--- config.mk ---
export PLATFORM = sky130hd
export DESIGN_NAME = modified_utf8_string_hash_length_unit
export DESIGN_NICKNAME = d
export VERILOG_FILES = /design/src/hdl/mu8h_pkg.sv /design/src/hdl/mu8h_step.sv /design/src/hdl/modified_utf8_string_hash_length_unit.sv
export VERILOG_INCLUDE_DIRS = /design/src /design/src/hdl
export SDC_FILE = /design/constraint.sdc
export NUM_CORES = 1
export LEC_CHECK = 0
export BUFFER_PORTS_ARGS = -buffer_cell sky130_fd_sc_hd__buf_2
export CORE_UTILIZATION = 58
export CTS_CLUSTER_SIZE = 40
export DETAILED_ROUTE_END_ITERATION = 12
export PLACE_DENSITY_LB_ADDON = 0.3
export SYNTH_ARGS = -nofsm -noshare
export SYNTH_HDL_FRONTEND = slang
export SYNTH_HIERARCHICAL = 1
export SYNTH_SLANG_ARGS = --single-unit
--- constraint.sdc ---
create_clock -name clk_i -period 7.35 [get_ports clk_i]
set_clock_uncertainty 0.05 [all_clocks]
set_input_delay 0.3675 -clock clk_i [delete_from_list [all_inputs] [get_ports clk_i]]
set_output_delay 0.3675 -clock clk_i [all_outputs]
set_load 0.005 [all_outputs]
--- src/hdl/modified_utf8_string_hash_length_unit_defines.svh ---
// Assertion macros used by the RTL of the modified UTF-8 hash unit.
`ifndef MODIFIED_UTF8_STRING_HASH_LENGTH_UNIT_DEFINES_SVH
`define MODIFIED_UTF8_STRING_HASH_LENGTH_UNIT_DEFINES_SVH

// Same-cycle implication, checked on every rising edge outside reset.
`define MU8H_ASSERT_NOW(label, ante, cons, msg) \
  label: assert property (@(posedge clk_i) disable iff (!rst_ni) (ante) |-> (cons)) \
    else $error(msg);

// Next-cycle implication, checked on every rising edge outside reset.
`define MU8H_ASSERT_NEXT(label, ante, cons, msg) \
  label: assert property (@(posedge clk_i) disable iff (!rst_ni) (ante) |=> (cons)) \
    else $error(msg);

`endif

--- src/hdl/mu8h_pkg.sv ---
`default_nettype none

package mu8h_pkg;

  localparam int unsigned DefCountBits = 24;

  localparam int unsigned HashW  = 32;
  localparam int unsigned CountW = 24;
  localparam int unsigned CharW  = 16;

  // Continuation bytes still expected in the current sequence.
  localparam logic [1:0] PendNone = 2'd0;
  localparam logic [1:0] PendOne  = 2'd1;
  localparam logic [1:0] PendTwo  = 2'd2;

  localparam logic [CharW-1:0] MinTwoByte   = 16'h0080;
  localparam logic [CharW-1:0] MinThreeByte = 16'h0800;

  // Per-string decoder state, apart from the character counter.
  typedef struct packed {
    logic [1:0]       pend;
    logic             three;
    logic [CharW-1:0] partial;
    logic [HashW-1:0] hash;
    logic [CharW-1:0] cap_char;
    logic             cap_valid;
    logic             err;
  } dec_state_t;

  typedef struct packed {
    logic [HashW-1:0]  hash;
    logic [CountW-1:0] count;
    logic [CharW-1:0]  ch;
    logic              found;
    logic              status;
  } result_t;

endpackage

`default_nettype wire

--- src/hdl/mu8h_step.sv ---
`default_nettype none

module mu8h_step import mu8h_pkg::*; #(
  parameter int unsigned COUNT_BITS = DefCountBits
) (
  input  dec_state_t              st_i,
  input  logic [COUNT_BITS-1:0]   count_i,
  input  logic [CountW-1:0]       target_i,
  input  logic [7:0]              byte_i,
  output dec_state_t              st_o,
  output logic [COUNT_BITS-1:0]   count_o,
  output logic                    finish_o,
  output result_t                 res_o
);

  localparam logic [COUNT_BITS-1:0] CountMax = {COUNT_BITS{1'b1}};

  logic [CharW-1:0]      full_char;
  logic [CharW-1:0]      acc_char;
  logic                  acc;
  logic                  set_err;
  dec_state_t            st_mid;
  logic [COUNT_BITS-1:0] count_mid;
  logic [31:0]           count_ext;

  always_comb begin
    full_char = st_i.partial | {10'd0, byte_i[5:0]};
    acc       = 1'b0;
    acc_char  = '0;
    set_err   = 1'b0;
    finish_o  = 1'b0;
    st_mid    = st_i;
    count_mid = count_i;

    priority if (st_i.err) begin
      finish_o = (byte_i == 8'd0);
    end else if (st_i.pend != PendNone) begin
      priority if (byte_i[7:6] != 2'b10) begin
        set_err  = 1'b1;
        finish_o = (byte_i == 8'd0);
      end else if (st_i.three && st_i.pend == PendTwo) begin
        st_mid.partial = st_i.partial | {4'd0, byte_i[5:0], 6'd0};
        st_mid.pend    = PendOne;
      end else if (st_i.three) begin
        if (full_char < MinThreeByte) begin
          set_err = 1'b1;
        end else begin
          acc      = 1'b1;
          acc_char = full_char;
        end
      end else begin
        // C0 80 is the one overlong form that is allowed; it decodes to NUL.
        if (full_char < MinTwoByte && full_char != '0) begin
          set_err = 1'b1;
        end else begin
          acc      = 1'b1;
          acc_char = full_char;
        end
      end
    end else if (byte_i == 8'd0) begin
      finish_o = 1'b1;
    end else if (!byte_i[7]) begin
      acc      = 1'b1;
      acc_char = {8'd0, byte_i};
    end else if (byte_i[7:5] == 3'b110) begin
      st_mid.partial = {5'd0, byte_i[4:0], 6'd0};
      st_mid.three   = 1'b0;
      st_mid.pend    = PendOne;
    end else if (byte_i[7:4] == 4'b1110) begin
      st_mid.partial = {byte_i[3:0], 12'd0};
      st_mid.three   = 1'b1;
      st_mid.pend    = PendTwo;
    end else begin
      set_err = 1'b1;
    end

    if (acc || set_err) begin
      st_mid.pend    = PendNone;
      st_mid.three   = 1'b0;
      st_mid.partial = '0;
    end
    if (set_err) begin
      st_mid.err = 1'b1;
    end

    // Character update: hash times 31 plus the character, capture, counting.
    if (acc) begin
      st_mid.hash = (st_i.hash << 5) - st_i.hash + {16'd0, acc_char};
      if (!st_i.cap_valid && 32'(count_i) == 32'(target_i)) begin
        st_mid.cap_char  = acc_char;
        st_mid.cap_valid = 1'b1;
      end
      if (count_i != CountMax) begin
        count_mid = count_i + 1'b1;
      end
    end
  end

  assign count_ext = 32'(count_mid);

  always_comb begin
    res_o.hash   = st_mid.err ? '1 : st_mid.hash;
    res_o.count  = count_ext[CountW-1:0];
    res_o.ch     = st_mid.cap_valid ? st_mid.cap_char : '0;
    res_o.found  = st_mid.cap_valid;
    res_o.status = st_mid.err;
    if (finish_o) begin
      st_o    = '0;
      count_o = '0;
    end else begin
      st_o    = st_mid;
      count_o = count_mid;
    end
  end

endmodule

`default_nettype wire

--- src/hdl/modified_utf8_string_hash_length_unit.sv ---
`default_nettype none

// Decodes a NUL-terminated Java modified UTF-8 string arriving one byte per
// transfer and, at the terminating byte, delivers the string's Java hashCode,
// its character count, the character at target_index and a status flag.
// One byte is taken every clock cycle unless a terminator waits behind an
// untaken result: each byte is held in the input register and decoded there
// by a single combinational step, and the terminator's result is registered in
// the result register, which offers it. That register lets the next string's
// bytes keep flowing while a result waits. target_index is written through its
// own channel, which is always ready; the user must write it only while the
// unit is idle, which the block itself does not enforce.
`include "modified_utf8_string_hash_length_unit_defines.svh"

module modified_utf8_string_hash_length_unit import mu8h_pkg::*; #(
  parameter int unsigned COUNT_BITS = DefCountBits
) (
  input  logic                     clk_i,
  input  logic                     rst_ni,
  input  logic                     cfg_valid_i,
  output logic                     cfg_ready_o,
  input  logic [CountW-1:0]        target_index_i,
  input  logic                     in_valid_i,
  output logic                     in_ready_o,
  input  logic [7:0]               data_byte_i,
  output logic                     out_valid_o,
  input  logic                     out_ready_i,
  output logic signed [HashW-1:0]  hash_value_o,
  output logic [CountW-1:0]        char_count_o,
  output logic [CharW-1:0]         indexed_char_o,
  output logic                     index_found_o,
  output logic                     status_o
);

  logic [CountW-1:0]     target_q;
  logic                  in_v_q;
  logic [7:0]            in_byte_q;
  dec_state_t            st_q;
  dec_state_t            st_d;
  logic [COUNT_BITS-1:0] count_q;
  logic [COUNT_BITS-1:0] count_d;
  logic                  finish;
  result_t               res_d;
  result_t               res_q;
  logic                  out_v_q;
  logic                  out_free;
  logic                  adv;

  assign cfg_ready_o = 1'b1;

  always_ff @(posedge clk_i or negedge rst_ni) begin
    if (!rst_ni) begin
      target_q <= '0;
    end else if (cfg_valid_i) begin
      target_q <= target_index_i;
    end
  end

  mu8h_step #(
    .COUNT_BITS(COUNT_BITS)
  ) u_step (
    .st_i    (st_q),
    .count_i (count_q),
    .target_i(target_q),
    .byte_i  (in_byte_q),
    .st_o    (st_d),
    .count_o (count_d),
    .finish_o(finish),
    .res_o   (res_d)
  );

  // A byte moves on unless it ends a string and the full result slot is not taken.
  assign out_free   = !out_v_q || out_ready_i;
  assign adv        = in_v_q && (!finish || out_free);
  assign in_ready_o = !in_v_q || adv;

  always_ff @(posedge clk_i or negedge rst_ni) begin
    if (!rst_ni) begin
      in_v_q <= 1'b0;
    end else if (in_ready_o) begin
      in_v_q <= in_valid_i;
    end
  end

  always_ff @(posedge clk_i) begin
    if (in_valid_i && in_ready_o) begin
      in_byte_q <= data_byte_i;
    end
  end

  always_ff @(posedge clk_i or negedge rst_ni) begin
    if (!rst_ni) begin
      st_q    <= '0;
      count_q <= '0;
    end else if (adv) begin
      st_q    <= st_d;
      count_q <= count_d;
    end
  end

  always_ff @(posedge clk_i or negedge rst_ni) begin
    if (!rst_ni) begin
      out_v_q <= 1'b0;
    end else if (adv && finish) begin
      out_v_q <= 1'b1;
    end else if (out_ready_i) begin
      out_v_q <= 1'b0;
    end
  end

  always_ff @(posedge clk_i) begin
    if (adv && finish) begin
      res_q <= res_d;
    end
  end

  assign out_valid_o    = out_v_q;
  assign hash_value_o   = res_q.hash;
  assign char_count_o   = res_q.count;
  assign indexed_char_o = res_q.ch;
  assign index_found_o  = res_q.found;
  assign status_o       = res_q.status;

  `MU8H_ASSERT_NOW(a_err_hash, out_v_q && res_q.status, res_q.hash == '1,
    "error result must carry hash -1")
  `MU8H_ASSERT_NOW(a_char_found, out_v_q && !res_q.found, res_q.ch == '0,
    "indexed character must be zero when not found")
  `MU8H_ASSERT_NOW(a_err_idle, st_q.err, st_q.pend == PendNone && st_q.partial == '0,
    "no sequence may be open after an error")
  `MU8H_ASSERT_NEXT(a_end_clears, adv && finish, count_q == '0 && !st_q.err && out_v_q,
    "string end must clear the state and post a result")

endmodule

`default_nettype wire
**After elaboration in Yosys (flattened, before gate mapping)**

Index checks and enable logic that the tools add are counted.

- Add/subtract/negate cells: 3
- $mul: 0
- Divide/modulo/power cells: 0
- Order comparisons: 2
- Eq/ne operators: 12
- Shifts and indexed selects: 0
- Mux-type cells: 55
- Bitwise operators: 2
- Reductions and logical operators: 24

Operators by type and width:

| cell | count |
|---|---|
| $mux W16 | 11 |
| $mux W19 | 6 |
| $mux W24 | 3 |
| $mux W69 | 1 |
| $mux W49 | 1 |
| $add A32 B16 Y32 | 1 |
| $sub A32 B32 Y32 | 1 |
| $mux W1 | 28 |
| $add A24 B1 Y24 const B | 1 |
| $eq A24 B24 Y1 | 1 |
| $ne A24 B24 Y1 const B | 1 |
| $mux W17 | 1 |
| $lt A16 B12 Y1 const B | 1 |
| $lt A16 B8 Y1 const B | 1 |
| $or A16 B12 Y16 | 1 |
| $or A16 B6 Y16 | 1 |
| $reduce_bool A16 Y1 | 1 |
| $ne A4 B4 Y1 const B | 3 |
| $logic_not A8 Y1 | 1 |
| $reduce_bool A4 Y1 | 2 |
| $mux W7 | 1 |
| $reduce_and A7 Y1 | 1 |
| $logic_and A1 B1 Y1 | 6 |
| $mux W2 | 3 |
| other kinds (12) | 20 |

- Bits in registers: 201
- Bits in latches: 0
- Memory bits (writable): 0
- ROM bits: 0
- Bits of input ports: 37
- Word-level logic and storage cells: 115
- Memories kept: 0

**Longest topological paths before layout**

Gate-level depths: netlist of run 1.

- Word-level depth: 12
- Mapped depth: 21

**Hierarchy**

Netlist of run 1, hierarchy kept.

Modules (own cells, without submodules):

| module | times used | cells each | area an instance (µm²) |
|---|---|---|---|
| modified_utf8_string_hash_length_unit | 1 | 674 | 9007.4 |
| mu8h_step | 1 | 807 | 5062.4 |

**Least setup slack after synthesis of run 1**

Ideal clock, no wire load.

- Path kind: reg2reg
- From: register in_byte_q[0]
- To: register res_q (netlist bit char_count_o[0]) (enable)
- Data arrival time: 5352 ps
- Required time: 6793 ps
- Slack: 1442 ps
- Cell stages (with the launch flop): 12
- Path buffers: 5
- Period minus slack after synthesis: 5908 ps
- Cell sequence: edfxtp_1 -> nor4_1 -> nand2_1 -> or3_1 -> buf_2 -> inv_1 -> clkbuf_1 -> clkbuf_1 -> buf_4 -> buf_4 -> nand2_1 -> nor2_1

- Word-level cells in the longest chain between the ends: 8
- Elaborated cells on any way between the ends: 9
- Classes of those cells: 4 x mux; 5 x reduce/logical

RTL lines:

| element | RTL line | source |
|---|---|---|
| start: declaration | modified_utf8_string_hash_length_unit.sv:37 | `logic [7:0] in_byte_q;` |
| start signal: assignment | modified_utf8_string_hash_length_unit.sv:87 | `in_byte_q <= data_byte_i;` |
| $logic_not A8 Y1 * | mu8h_step.sv:36, mu8h_step.sv:40, mu8h_step.sv:60 |  |
| $mux W1, on equally long branches | mu8h_step.sv:60, mu8h_step.sv:38 |  |
| $mux W1 | mu8h_step.sv:37 | `end else if (st_i.pend != PendNone) begin` |
| $mux W1 * | mu8h_step.sv:35 | `priority if (st_i.err) begin` |
| via finish | modified_utf8_string_hash_length_unit.sv:42 | `logic finish;` |
| $logic_not A1 Y1 | modified_utf8_string_hash_length_unit.sv:74 | `assign adv = in_v_q && (!finish \|\| out_free);` |
| $logic_or A1 B1 Y1 | modified_utf8_string_hash_length_unit.sv:74 |  |
| $logic_and A1 B1 Y1 | modified_utf8_string_hash_length_unit.sv:74 |  |
| $logic_and A1 B1 Y1 * | modified_utf8_string_hash_length_unit.sv:112 | `if (adv && finish) begin` |
| end signal: assignment | modified_utf8_string_hash_length_unit.sv:113 | `res_q <= res_d;` |
| end: declaration | modified_utf8_string_hash_length_unit.sv:44 | `result_t res_q;` |

Mark *: on every way through the listed nets, which the timed path passes. The rest lies on a longest branch.
A chain may end at the register's enable or synchronous reset.

==> insert_results.sql, run 1 <==
INSERT INTO impl_metrics (metric_group, metric, value, unit) VALUES
('layout', 'multi_input_comb_area', '0.007769', 'mm^2'),
('layout', 'final.fill_count', '1909', ''),
('layout', 'final_core_utilization', '0.6546', ''),
('sta', 'timing.fmax', '0.1743', 'GHz'),
('sta', 'period_needed', '5.738', 'ns'),
('setup_path', 'end_kind', 'flop', ''),
('synth', 'asyncSetResetFlopFracSynth', '0.5920', ''),
('place', 'placedInstanceArea', '0.01452', 'mm^2'),
('routing', 'drt_first_pass_iters', '6', ''),
('synth', 'synth-seq-area-share', '0.3867', ''),
('sta', 'fin_setup_tns', '0', 'ns'),
('sta', 'final_max_slew_viol_count', '0', ''),
('power_and_ir_drop', 'max-vdd-ir-drop', '0.2112', 'mV'),
('layout', 'antenna_cells', '0', ''),
('setup_path', 'worst_setup_path_type', 'flop to flop', ''),
('layout', 'seqCellArea', '0.005445', 'mm^2'),
('layout', 'layout.cells.most_common_list', 'sky130_fd_sc_hd__nand2_1 (205), sky130_fd_sc_hd__dfrtp_1 (117), sky130_fd_sc_hd__buf_2 (110), sky130_fd_sc_hd__nand2b_1 (103), sky130_fd_sc_hd__nand4b_1 (93)', ''),
('setup_path', 'critical_path.startpoint_type', 'flop', ''),
('die', 'std_cell_rows', '56', ''),
('place', 'globalplace.congestion', '0.9319', ''),
('global_routing', 'number_of_antenna_violations_at_the_first_check_in_global_routing', '0', ''),
('synth', 'mappedNetlistNets', '1581', ''),
('setup_path', 'cp_data_arrival_time', '6.11', 'ns'),
('synth', 'synth-edff-count', '82', ''),
('sta', 'worst_slew_pin_slew', '1.112', 'ns'),
('die', 'io_count', '114', ''),
('sta', 'timing_hold_violations_final', '0', ''),
('power_and_ir_drop', 'power_density', '377.3', 'mW/mm^2'),
('routing', 'post_drt_via_cell_ratio', '6.220', ''),
('sta', 'setup_viol', '0', ''),
('setup_path', 'timing.critical_path.required', '7.72', 'ns'),
('routing', 'num_vias', '11580', ''),
('synth', 'synthesis.area_per_instance', '9.500', 'um^2'),
('global_routing', 'track_usage', '0.2997', ''),
('die', 'fp.dieW', '157.8', 'um'),
('routing', 'wire_per_inst', '19.80', 'um'),
('synth', 'postSynth.topFlopCell', 'sky130_fd_sc_hd__dfrtp_1', ''),
('die', 'die_h', '157.8', 'um'),
('power_and_ir_drop', 'total_switching_power', '2.467', 'mW'),
('layout', 'finalNetCount', '1627', ''),
('job', 'maxCapViolations', '0', ''),
('layout', 'drive_gt1_frac', '0.1789', ''),
('power_and_ir_drop', 'p_int', '3.364', 'mW'),
('min_path', 'hold_crit_path_type', 'primary input to flop', ''),
('clock_tree', 'cts_buffers', '23', ''),
('sta', 'maxSlewHeadroom', '0.2586', ''),
('power_and_ir_drop', 'switching_share', '0.4232', ''),
('global_routing', 'first_pass_grt_wire_length', '59.02', 'mm'),
('clock_tree', 'worst_setup_hold_path_clk_slew', '0.06', 'ns'),
('die', 'start_util', '0.5959', ''),
('sta', 'timing.hold.ws', '0.007613', 'ns'),
('routing', 'post-route-drc-count', '0', ''),
('synth', 'synth_cell_types', '74', ''),
('global_routing', 'gr-total-overflow', '0', ''),
('clock_tree', 'cts_sinks', '201', ''),
('layout', 'layout_commonest_cell', 'sky130_fd_sc_hd__nand2_1', ''),
('synth', 'synthesis.yosys.warnings', '6', ''),
('clock_tree', 'cts_max_level', '1', ''),
('power_and_ir_drop', 'relative_contribution_of_sequential_cells_to_total_power', '0.281', ''),
('synth', 'ys_ff_latch', '201', ''),
('place', 'hpwl', '23.54', 'mm'),
('clock_tree', 'root_buffer', 'sky130_fd_sc_hd__clkbuf_16', ''),
('sta', 'setup_repair_after_global_routing_missed_its_margin', 'no', ''),
('routing', 'wl', '36.87', 'mm'),
('power_and_ir_drop', 'power.static_leakage', '6.473', 'nW'),
('clock_tree', 'cts_tree', 'yes', ''),
('run_status', 'status', 'complete, no violations', ''),
('clock_tree', 'clock_tree.buffer_depth', '3', ''),
('global_routing', 'grt_max_degree', '104', ''),
('setup_path', 'crit_fanout', '38', ''),
('die', 'floorplan.die_area', '0.02489', 'mm^2');
what timing repair did:
action / in CTS / in global routing
hold endpoints to repair: 61 / 0
setup buffers: 0 / 0
hold buffers: 9 / 0
gates resized for setup: 0 / 0
critical path, cell delays in order (launching register included):
cell and delay [ns]:
sky130_fd_sc_hd__dfrtp_1 0.57, sky130_fd_sc_hd__a21oi_1 0.19, sky130_fd_sc_hd__nor3_1 0.20, sky130_fd_sc_hd__buf_4 0.21, sky130_fd_sc_hd__nor2b_1 0.63, sky130_fd_sc_hd__nor2b_2 0.08, sky130_fd_sc_hd__buf_4 0.27, sky130_fd_sc_hd__nor2_1 0.22
sky130_fd_sc_hd__ha_1 0.27, sky130_fd_sc_hd__ha_1 0.24, sky130_fd_sc_hd__fa_1 0.42, sky130_fd_sc_hd__a21oi_1 0.21, sky130_fd_sc_hd__o2111ai_1 0.33, sky130_fd_sc_hd__a31oi_1 0.36, sky130_fd_sc_hd__a21oi_1 0.13, sky130_fd_sc_hd__o21bai_1 0.18
sky130_fd_sc_hd__a21oi_1 0.10, sky130_fd_sc_hd__or4_1 0.52, sky130_fd_sc_hd__a21oi_1 0.16, sky130_fd_sc_hd__nand2_1 0.08, sky130_fd_sc_hd__o211ai_1 0.21
kinds of logic (layout without fill, tap and decap cells):
family,count (synthesis),after routing,synth area share
simple gates,635,635,0.2483
compound gates,298,298,0.1692
flops,201,201,0.3867
buf+inv,179,241,0.06225
xor+xnor,69,69,0.04349
fa+ha+maj,63,63,0.06243
mux,35,35,0.02739
other cells,1,1,0.0002665
per-layer routing:
layer / global-route usage / wire [um] / vias to the layer above
met4: 0.08507 / 674 / 0
met1: 0.4265 / 16340 / 5672
met3: 0.03997 / 2574 / 59
met2: 0.4764 / 17280 / 457
li1: - / - / 5393
met5: 0 / 0 / -
cells in the mapped netlist, types with 9 or more instances:
cell | number | area, um^2
sky130_fd_sc_hd__o211ai_1 | 29 | 217.7
sky130_fd_sc_hd__nor3_1 | 17 | 85.08
sky130_fd_sc_hd__o21ai_0 | 38 | 190.2
sky130_fd_sc_hd__nand2_1 | 205 | 769.5
sky130_fd_sc_hd__ha_1 | 51 | 638.1
sky130_fd_sc_hd__o211ai_2 | 70 | 875.8
sky130_fd_sc_hd__xnor2_1 | 41 | 359.1
sky130_fd_sc_hd__buf_2 | 35 | 175.2
sky130_fd_sc_hd__and3_1 | 16 | 100.1
sky130_fd_sc_hd__mux2i_1 | 10 | 100.1
sky130_fd_sc_hd__o31ai_1 | 15 | 112.6
sky130_fd_sc_hd__a211oi_1 | 13 | 97.59
sky130_fd_sc_hd__nor4_1 | 10 | 62.56
sky130_fd_sc_hd__clkbuf_1 | 58 | 217.7
sky130_fd_sc_hd__edfxtp_1 | 82 | 2462
sky130_fd_sc_hd__nand2b_1 | 103 | 644.4
sky130_fd_sc_hd__and2_1 | 32 | 200.2
sky130_fd_sc_hd__xor2_1 | 27 | 236.5
sky130_fd_sc_hd__nor2_1 | 77 | 289.0
sky130_fd_sc_hd__dfrtp_1 | 119 | 2978
sky130_fd_sc_hd__nor2b_1 | 9 | 56.30
sky130_fd_sc_hd__inv_1 | 67 | 251.5
sky130_fd_sc_hd__fa_1 | 12 | 240.2
sky130_fd_sc_hd__mux2_2 | 24 | 270.3
sky130_fd_sc_hd__a21oi_1 | 60 | 300.3
sky130_fd_sc_hd__nand3_1 | 32 | 160.2
sky130_fd_sc_hd__a21o_1 | 14 | 105.1
sky130_fd_sc_hd__nand4b_1 | 93 | 814.5
sky130_fd_sc_hd__nand4_1 | 15 | 93.84
final cells by class:
type | count | share of cell area
repair buffers | 133 | 0.04825
well taps | 319 | 0.02582
multi-input cells | 1101 | 0.5026
flip-flops and latches | 201 | 0.3523
clock buffers | 32 | 0.04469
clock inverters | 9 | 0.009876
inverters | 67 | 0.01643
metrics by stage:
step                      total power [mW]  worst slack, ns
after floorplan                      3.827            1.442
after global placement               4.468            1.723
after detailed placement             4.492            1.733
after CTS                            5.794            1.647
after global routing                 6.241            1.063
final                                5.831            1.612
power by group through the flow:
| stage | logic [mW] | registers [mW] | clock network, mW |
|---|---|---|---|
| after CTS | 2.87 | 1.64 | 1.29 |
| after global placement | 2.82 | 1.65 | 0 |
| after detailed placement | 2.84 | 1.65 | 0 |
| after global routing | 3.25 | 1.67 | 1.33 |
| after floorplan | 2.29 | 1.54 | 0 |
| final | 2.92 | 1.64 | 1.27 |
path summary, 6_finish.rpt:
check	cells after the start	slack, ns	to	from
max	20	1.61	st_q[49]	st_q[68]
max in group asynchronous	3	5.30	in_v_q	rst_ni
min in group asynchronous	2	0.43	st_q[41]	rst_ni
min	2	0.008	in_v_q	in_valid_i
max reg2reg	20	1.61	st_q[49]	st_q[68]
min reg2reg	1	0.48	target_q[20]	target_q[20]
sequential cells by signal (all words and copies together) (netlist names), 8 cells and up:
name            count
st_q               69
char_count_o       24
in_byte_q           8
count_q            24
hash_value_o       32
target_q           24
indexed_char_o     16
No activity file was read; power rests on OpenSTA's default activity.
==> inputs of run 2 (changes only) <==
==> constraint.sdc (replaced) <==
create_clock -name clk_i -period 5.4 [get_ports clk_i]
set_clock_uncertainty 0.05 [all_clocks]
set_input_delay 0.27 -clock clk_i [delete_from_list [all_inputs] [get_ports clk_i]]
set_output_delay 0.27 -clock clk_i [all_outputs]
set_load 0.005 [all_outputs]
==> run 2 against run 1 <==
Compared with the run above:
- sequential share of layout area fell by 0.85 points
- global-route usage rose by 0.087 points
- maximum frequency rose by 11%
- register-to-register slack got worse by 1.4 ns
- setup slack got worse by 1.4 ns
- largest power group unchanged
- clock power rose by 30%
- wire length rose by 0.11%
- critical path depth did not move
- die area did not move
- sequential power rose by 35%
- non-clock buffer count rose by 45
- cell area rose by 2.5%
==> insert_results.sql, run 2 (synthesis gave the netlist of run 1 again) <==
INSERT INTO impl_metrics (metric_group, metric, value, unit) VALUES
('run_status', 'status', 'complete, no violations', ''),
('layout', 'antenna_cells', '0', ''),
('power_and_ir_drop', 'max-vdd-ir-drop', '0.2973', 'mV'),
('power_and_ir_drop', 'total_power', '7.963', 'mW'),
('sta', 'final_max_slew_viol_count', '0', ''),
('setup_path', 'worstPathCellList', 'or4_1 -> nor2_1 -> o211a_1 -> nor2b_1 -> or2_2 -> a22oi_1 -> ha_1 -> inv_1 -> ha_1 -> fa_1 -> a21oi_1 -> o2111ai_2 -> nand3_1 -> a31oi_1 -> or3_1 -> a31oi_1 -> mux2i_1 -> o211a_1 -> nand2_1 -> o211ai_2', ''),
('global_routing', 'grt_pass1_vias', '11040', ''),
('sta', 'setup_viol', '0', ''),
('global_routing', 'track_usage', '0.3005', ''),
('die', 'fp.dieW', '157.8', 'um'),
('layout', 'final_core_utilization', '0.6707', ''),
('routing', 'wl', '36.91', 'mm'),
('sta', 'maxSlewHeadroom', '0.2937', ''),
('clock_tree', 'clkLatencyLatePin', '0.54', 'ns'),
('power_and_ir_drop', 'switching_share', '0.4259', ''),
('clock_tree', 'worst_setup_hold_path_clk_slew', '0.06', 'ns'),
('layout', 'drive_gt1_frac', '0.1850', ''),
('routing', 'post_drt_via_cell_ratio', '6.194', ''),
('routing', 'drt_first_pass_iters', '5', ''),
('sta', 'worst_slew_pin_slew', '1.060', 'ns'),
('global_routing', 'number_of_antenna_violations_at_the_first_check_in_global_routing', '0', ''),
('setup_path', 'timing.critical_path.required', '5.81', 'ns'),
('sta', 'timing_hold_violations_final', '0', ''),
('routing', 'post-route-drc-count', '0', ''),
('power_and_ir_drop', 'power.clock.fraction', '0.208', ''),
('die', 'die_h', '157.8', 'um'),
('setup_path', 'end_kind', 'flop', ''),
('setup_path', 'critical_path.reg2reg.startpoint', 'st_q[64]', ''),
('routing', 'final_antenna_net_count', '0', ''),
('min_path', 'hold_crit_path_type', 'primary input to asynchronous set/reset pin', ''),
('global_routing', 'gr-total-overflow', '0', ''),
('place', 'place.port_buffers', '112', ''),
('clock_tree', 'cts_max_level', '1', ''),
('setup_path', 'timing.critical_path.slowest_cell_delay', '0.56', 'ns'),
('setup_path', 'worst_setup_path_type', 'flop to flop', ''),
('sta', 'finalCritPeriodShare', '0.9571', ''),
('sta', 'period_needed', '5.168', 'ns'),
('setup_path', 'crit_buf_inv', '1', ''),
('layout', 'finalNetCount', '1672', ''),
('layout', 'layout_commonest_cell', 'sky130_fd_sc_hd__nand2_1', ''),
('die', 'std_cell_rows', '56', ''),
('job', 'maxCapViolations', '0', ''),
('die', 'start_util', '0.5959', ''),
('place', 'globalplace.congestion', '0.9673', ''),
('setup_path', 'critical_path.startpoint_type', 'flop', ''),
('setup_path', 'critPathLaunch', 'st_q[64]', ''),
('routing', 'num_vias', '11820', ''),
('global_routing', 'grt_max_degree', '121', ''),
('setup_path', 'critical-path-slowest-cell', 'sky130_fd_sc_hd__or4_1', ''),
('die', 'floorplan.die_area', '0.02489', 'mm^2'),
('global_routing', 'first_pass_grt_wire_length', '58.88', 'mm'),
('power_and_ir_drop', 'relative_contribution_of_sequential_cells_to_total_power', '0.277', ''),
('layout', 'registers.top_by_ff_count', 'st_q', ''),
('die', 'io_count', '114', ''),
('power_and_ir_drop', 'total_switching_power', '3.391', 'mW'),
('sta', 'timing.fmax', '0.1935', 'GHz'),
('power_and_ir_drop', 'power_density', '502.8', 'mW/mm^2'),
('power_and_ir_drop', 'p_int', '4.571', 'mW'),
('clock_tree', 'cts_sinks', '201', ''),
('place', 'hpwl', '23.31', 'mm'),
('setup_path', 'path_delay_family', 'simple AND/OR/NAND/NOR gates', ''),
('routing', 'drt_iter0_drc', '1202', ''),
('power_and_ir_drop', 'power.static_leakage', '6.654', 'nW'),
('clock_tree', 'cts_tree', 'yes', ''),
('clock_tree', 'cts_buffers', '23', ''),
('clock_tree', 'root_buffer', 'sky130_fd_sc_hd__clkbuf_16', ''),
('layout', 'layout.cells.most_common_list', 'sky130_fd_sc_hd__nand2_1 (205), sky130_fd_sc_hd__dfrtp_1 (117), sky130_fd_sc_hd__buf_2 (110), sky130_fd_sc_hd__nand2b_1 (103), sky130_fd_sc_hd__nand4b_1 (93)', ''),
('routing', 'wire_per_inst', '19.34', 'um'),
('sta', 'fin_setup_tns', '0', 'ns'),
('die', 'fp.coreArea', '0.02361', 'mm^2'),
('power_and_ir_drop', 'p_comb_frac', '0.515', ''),
('clock_tree', 'clock_tree.buffer_depth', '3', ''),
('setup_path', 'crit_fanout', '6', ''),
('layout', 'flip_flop_count_of_the_largest_register_all_copies_and_words_added', '69', ''),
('layout', 'areaGrowthSynthToFinish', '12.56', '%'),
('setup_path', 'cp_data_arrival_time', '5.58', 'ns');
run 2: repair_timing:
action | in CTS | in global routing
gates resized for setup | 0 | 4
endpoints found under the setup margin | 0 | 6
hold buffers | 34 | 0
endpoints found under the hold margin | 53 | 0
buffers inserted | 0 | 0
run 2: path summary, 6_finish.rpt:
kind	slack, ns	cells after the start	end
worst max-delay path	0.23	20	st_q[43]
worst min-delay path	0.12	2	st_q[46]
worst max register to register	0.23	20	st_q[43]
worst min register to register	0.48	1	target_q[1]
max in group asynchronous	4.05	3	in_v_q
min in group clk_i	0.30	2	target_q[4]
run 2: power groups by stage:
stage	Combinational (mW)	Sequential, mW	Clock (mW)
5_1_grt	4.55	2.24	1.73
2_1_floorplan	3.11	2.10	0
3_5_place_dp	3.95	2.22	0
4_1_cts	4.00	2.20	1.68
3_3_place_gp	3.90	2.22	0
6_report	4.10	2.21	1.65
run 2: metal layers:
layer	routed length [um]	global-route usage
met2	17060	0.4754
met1	16070	0.4273
met4	1055	0.09385
met5	0	0
met3	2719	0.03942
run 2: cell type report:
class | instances | area, um^2
Tap cell | 319 | 399.1
Clock buffer | 33 | 633.1
Sequential cell | 201 | 5445
Timing Repair Buffer | 178 | 1159
Inverter | 67 | 254.0
Clock inverter | 9 | 160.2
Fill cell | 1896 | 7776
Multi-Input combinational cell | 1101 | 7786
run 2: stage by stage:
step / hold slack, ns / instances / instance area, um^2 / setup slack [ns]
after CTS: 0.1228 / 1908 / 15820 / 0.2099
after global routing: 0.1491 / 1908 / 15840 / -0.03262
after floorplan: -0.07559 / 1481 / 14070 / 0.5155
after global placement: 0.1389 / 1832 / 14690 / 0.2602
after detailed placement: 0.1390 / 1832 / 14690 / 0.2483
final: 0.1153 / 1908 / 15840 / 0.2319
run 2: worst register-to-register path: stages (launching register included):
cell	delay (ns)
sky130_fd_sc_hd__dfrtp_1	0.44
sky130_fd_sc_hd__or4_1	0.56
sky130_fd_sc_hd__nor2_1	0.15
sky130_fd_sc_hd__o211a_1	0.26
sky130_fd_sc_hd__nor2b_1	0.10
sky130_fd_sc_hd__or2_2	0.32
sky130_fd_sc_hd__a22oi_1	0.24
sky130_fd_sc_hd__ha_1	0.21
sky130_fd_sc_hd__inv_1	0.04
sky130_fd_sc_hd__ha_1	0.21
sky130_fd_sc_hd__fa_1	0.45
sky130_fd_sc_hd__a21oi_1	0.26
sky130_fd_sc_hd__o2111ai_2	0.24
sky130_fd_sc_hd__nand3_1	0.14
sky130_fd_sc_hd__a31oi_1	0.14
sky130_fd_sc_hd__or3_1	0.43
sky130_fd_sc_hd__a31oi_1	0.24
sky130_fd_sc_hd__mux2i_1	0.25
sky130_fd_sc_hd__o211a_1	0.17
sky130_fd_sc_hd__nand2_1	0.06
sky130_fd_sc_hd__o211ai_2	0.16
==> inputs of run 3 (changes only) <==
--- a/config.mk
+++ b/config.mk
@@ -7,6 +7,8 @@
 export NUM_CORES = 1
 export LEC_CHECK = 0
 export BUFFER_PORTS_ARGS = -buffer_cell sky130_fd_sc_hd__buf_2
+export CAP_MARGIN = 10
+export CORE_ASPECT_RATIO = 0.6
 export CORE_UTILIZATION = 58
 export CTS_CLUSTER_SIZE = 40
 export DETAILED_ROUTE_END_ITERATION = 12
==> run 3 against run 2 <==
Compared with the run above:
- maximum frequency up 0.74%
- setup slack better by 0.038 ns
- critical path type unchanged
- clock-buffer cell count down 7
- sequential power barely moved
- clock power hardly changed
- hold slack better by 0.22 ns
- sequential share of layout area about the same
- combinational power is 5% higher
- global-route usage up 2.3 points
==> insert_results.sql, run 3 (synthesis gave the netlist of run 1 again) <==
INSERT INTO impl_metrics (metric_group, metric, value, unit) VALUES
('run_status', 'status', 'complete, no violations', ''),
('routing', 'num_vias', '12140', ''),
('clock_tree', 'cts_tree', 'yes', ''),
('layout', 'final_core_utilization', '0.6757', ''),
('sta', 'worst_slew_pin_slew', '0.9805', 'ns'),
('setup_path', 'timing.critical_path.required', '5.77', 'ns'),
('routing', 'post_drt_via_cell_ratio', '6.365', ''),
('die', 'start_util', '0.5998', ''),
('sta', 'setup_viol', '0', ''),
('min_path', 'hold_depth', '2', ''),
('clock_tree', 'cts_sinks', '201', ''),
('layout', 'registers.top_by_ff_count', 'st_q', ''),
('die', 'fp.coreArea', '0.02346', 'mm^2'),
('sta', 'period_needed', '5.130', 'ns'),
('place', 'globalplace.congestion', '1.022', ''),
('global_routing', 'number_of_antenna_violations_at_the_first_check_in_global_routing', '1', ''),
('layout', 'finalNetCount', '1678', ''),
('routing', 'drt_first_pass_iters', '6', ''),
('layout', 'layout_commonest_cell', 'sky130_fd_sc_hd__nand2_1', ''),
('clock_tree', 'cts_max_level', '1', ''),
('layout', 'flip_flop_count_of_the_largest_register_all_copies_and_words_added', '69', ''),
('sta', 'fin_setup_tns', '0', 'ns'),
('global_routing', 'gr-total-overflow', '0', ''),
('die', 'io_count', '114', ''),
('routing', 'wl', '40.02', 'mm'),
('layout', 'postLayoutCellArea', '0.01585', 'mm^2'),
('sta', 'final_max_slew_viol_count', '0', ''),
('power_and_ir_drop', 'power.static_leakage', '6.668', 'nW'),
('die', 'die_h', '122.6', 'um'),
('routing', 'drt_iter0_drc', '1495', ''),
('clock_tree', 'root_buffer', 'sky130_fd_sc_hd__clkbuf_16', ''),
('clock_tree', 'clkLatencyLatePin', '0.51', 'ns'),
('layout', 'drive_gt1_frac', '0.1891', ''),
('sta', 'maxSlewHeadroom', '0.3463', ''),
('global_routing', 'grt_pass1_vias', '11180', ''),
('min_path', 'hold_crit_path_type', 'primary input to flop', ''),
('setup_path', 'critical_path.startpoint_type', 'flop', ''),
('global_routing', 'track_usage', '0.3234', ''),
('power_and_ir_drop', 'power_density', '512.7', 'mW/mm^2'),
('place', 'place.port_buffers', '112', ''),
('global_routing', 'grt_max_degree', '111', ''),
('sta', 'setup_repair_after_global_routing_missed_its_margin', 'no', ''),
('job', 'maxCapViolations', '0', ''),
('setup_path', 'worstRegToRegCells', '21', ''),
('routing', 'post-route-drc-count', '0', ''),
('clock_tree', 'clock_tree.buffer_depth', '3', ''),
('setup_path', 'worst_setup_path_type', 'flop to flop', ''),
('layout', 'areaGrowthSynthToFinish', '12.65', '%'),
('global_routing', 'first_pass_grt_wire_length', '63.26', 'mm'),
('setup_path', 'cp_data_arrival_time', '5.50', 'ns'),
('setup_path', 'end_kind', 'flop', ''),
('sta', 'finalCritPeriodShare', '0.9500', ''),
('die', 'floorplan.die_area', '0.02491', 'mm^2'),
('routing', 'wire_per_inst', '20.98', 'um'),
('setup_path', 'crit_fanout', '6', ''),
('sta', 'timing_hold_violations_final', '0', ''),
('place', 'placedInstanceArea', '0.01472', 'mm^2'),
('die', 'std_cell_rows', '43', ''),
('power_and_ir_drop', 'max-vdd-ir-drop', '0.2851', 'mV'),
('place', 'hpwl', '26.52', 'mm'),
('sta', 'timing.hold.ws', '0.3402', 'ns'),
('clock_tree', 'worst_setup_hold_path_clk_slew', '0.06', 'ns'),
('die', 'fp.dieW', '203.1', 'um'),
('layout', 'layout.cells.most_common_list', 'sky130_fd_sc_hd__nand2_1 (205), sky130_fd_sc_hd__dfrtp_1 (117), sky130_fd_sc_hd__buf_2 (111), sky130_fd_sc_hd__nand2b_1 (103), sky130_fd_sc_hd__nand4b_1 (93)', ''),
('routing', 'final_antenna_net_count', '0', ''),
('clock_tree', 'cts_buffers', '21', ''),
('sta', 'timing.fmax', '0.1949', 'GHz');
==> run 3: cell types whose count changed in the layout (fill, tap and decap cells not counted), moves of 2 or more <==
| cell | previous run | this run |
|---|---|---|
| sky130_fd_sc_hd__buf_4 | 33 | 40 |
| sky130_fd_sc_hd__bufinv_16 | 4 | 6 |
| sky130_fd_sc_hd__clkbuf_1 | 8 | 5 |
| sky130_fd_sc_hd__clkbuf_16 | 23 | 21 |
| sky130_fd_sc_hd__clkbuf_8 | 2 | 0 |
==> run 3: report_power, final <==
part           internal, mW  leakage [nW]  switching, mW
clock                  1.00         0.369          0.626
combinational          1.76          4.04           2.52
sequential             1.85          2.26          0.364
total                  4.61          6.67           3.51
==> run 3: stage by stage <==
step	total power, mW	worst slack, ns	std cells
floorplan	5.209	0.5155	1481
global placement	6.202	0.2286	1833
detailed placement	6.275	0.2556	1833
CTS	7.949	0.2177	1904
global route	8.636	0.0006075	1907
finish	8.127	0.2700	1908
==> run 3: layout make-up <==
type	count	area, um^2
Fill cell	1844	7607
Tap cell	315	394.1
Clock inverter	11	205.2
Clock buffer	26	544.3
Multi-Input combinational cell	1101	7789
Timing Repair Buffer	186	1216
Sequential cell	201	5445
Antenna cell	1	2.502
Inverter	67	254.0
==> run 3: layer usage <==
metal | global-route usage | part of all wire | up-vias
met5 | 0 | 0 | -
met4 | 0.04464 | 0.011 | 0
met3 | 0.07993 | 0.12 | 53
met2 | 0.4392 | 0.39 | 656
met1 | 0.5175 | 0.48 | 5934
li1 | - | - | 5501
==> run 3: critical path, stage by stage (launching register included) <==
cell and delay (ns):
sky130_fd_sc_hd__dfrtp_1 0.45, sky130_fd_sc_hd__or4_1 0.53, sky130_fd_sc_hd__nor2_1 0.14, sky130_fd_sc_hd__o211a_1 0.24, sky130_fd_sc_hd__nor2b_2 0.09, sky130_fd_sc_hd__or2_2 0.32, sky130_fd_sc_hd__a22oi_2 0.17, sky130_fd_sc_hd__ha_1 0.18
sky130_fd_sc_hd__inv_1 0.04, sky130_fd_sc_hd__ha_1 0.21, sky130_fd_sc_hd__fa_1 0.41, sky130_fd_sc_hd__a21oi_1 0.23, sky130_fd_sc_hd__o2111ai_1 0.22, sky130_fd_sc_hd__buf_4 0.20, sky130_fd_sc_hd__nand3_1 0.07, sky130_fd_sc_hd__a31oi_1 0.14
sky130_fd_sc_hd__or3_1 0.42, sky130_fd_sc_hd__a31oi_1 0.22, sky130_fd_sc_hd__mux2i_1 0.26, sky130_fd_sc_hd__o211a_1 0.17, sky130_fd_sc_hd__nand2_1 0.06, sky130_fd_sc_hd__o211ai_2 0.18
==> run 3: timing repair <==
action                                 4_1_cts  5_1_grt
endpoints found under the hold margin       96        0
resized for setup                            0        4
hold buffers                                34        0
setup endpoints to repair                    0        9
buffers inserted                             0        3
==> run 3: path summary, 6_finish.rpt <==
check,start,end,slack [ns]
worst max-delay path,st_q[64],st_q[43],0.27
worst min-delay path,cfg_valid_i,target_q[4],0.34
worst max register to register,st_q[64],st_q[43],0.27
worst min register to register,target_q[14],target_q[14],0.48
max in group asynchronous,rst_ni,st_q[7],3.55
min in group asynchronous,rst_ni,count_q[18],0.39
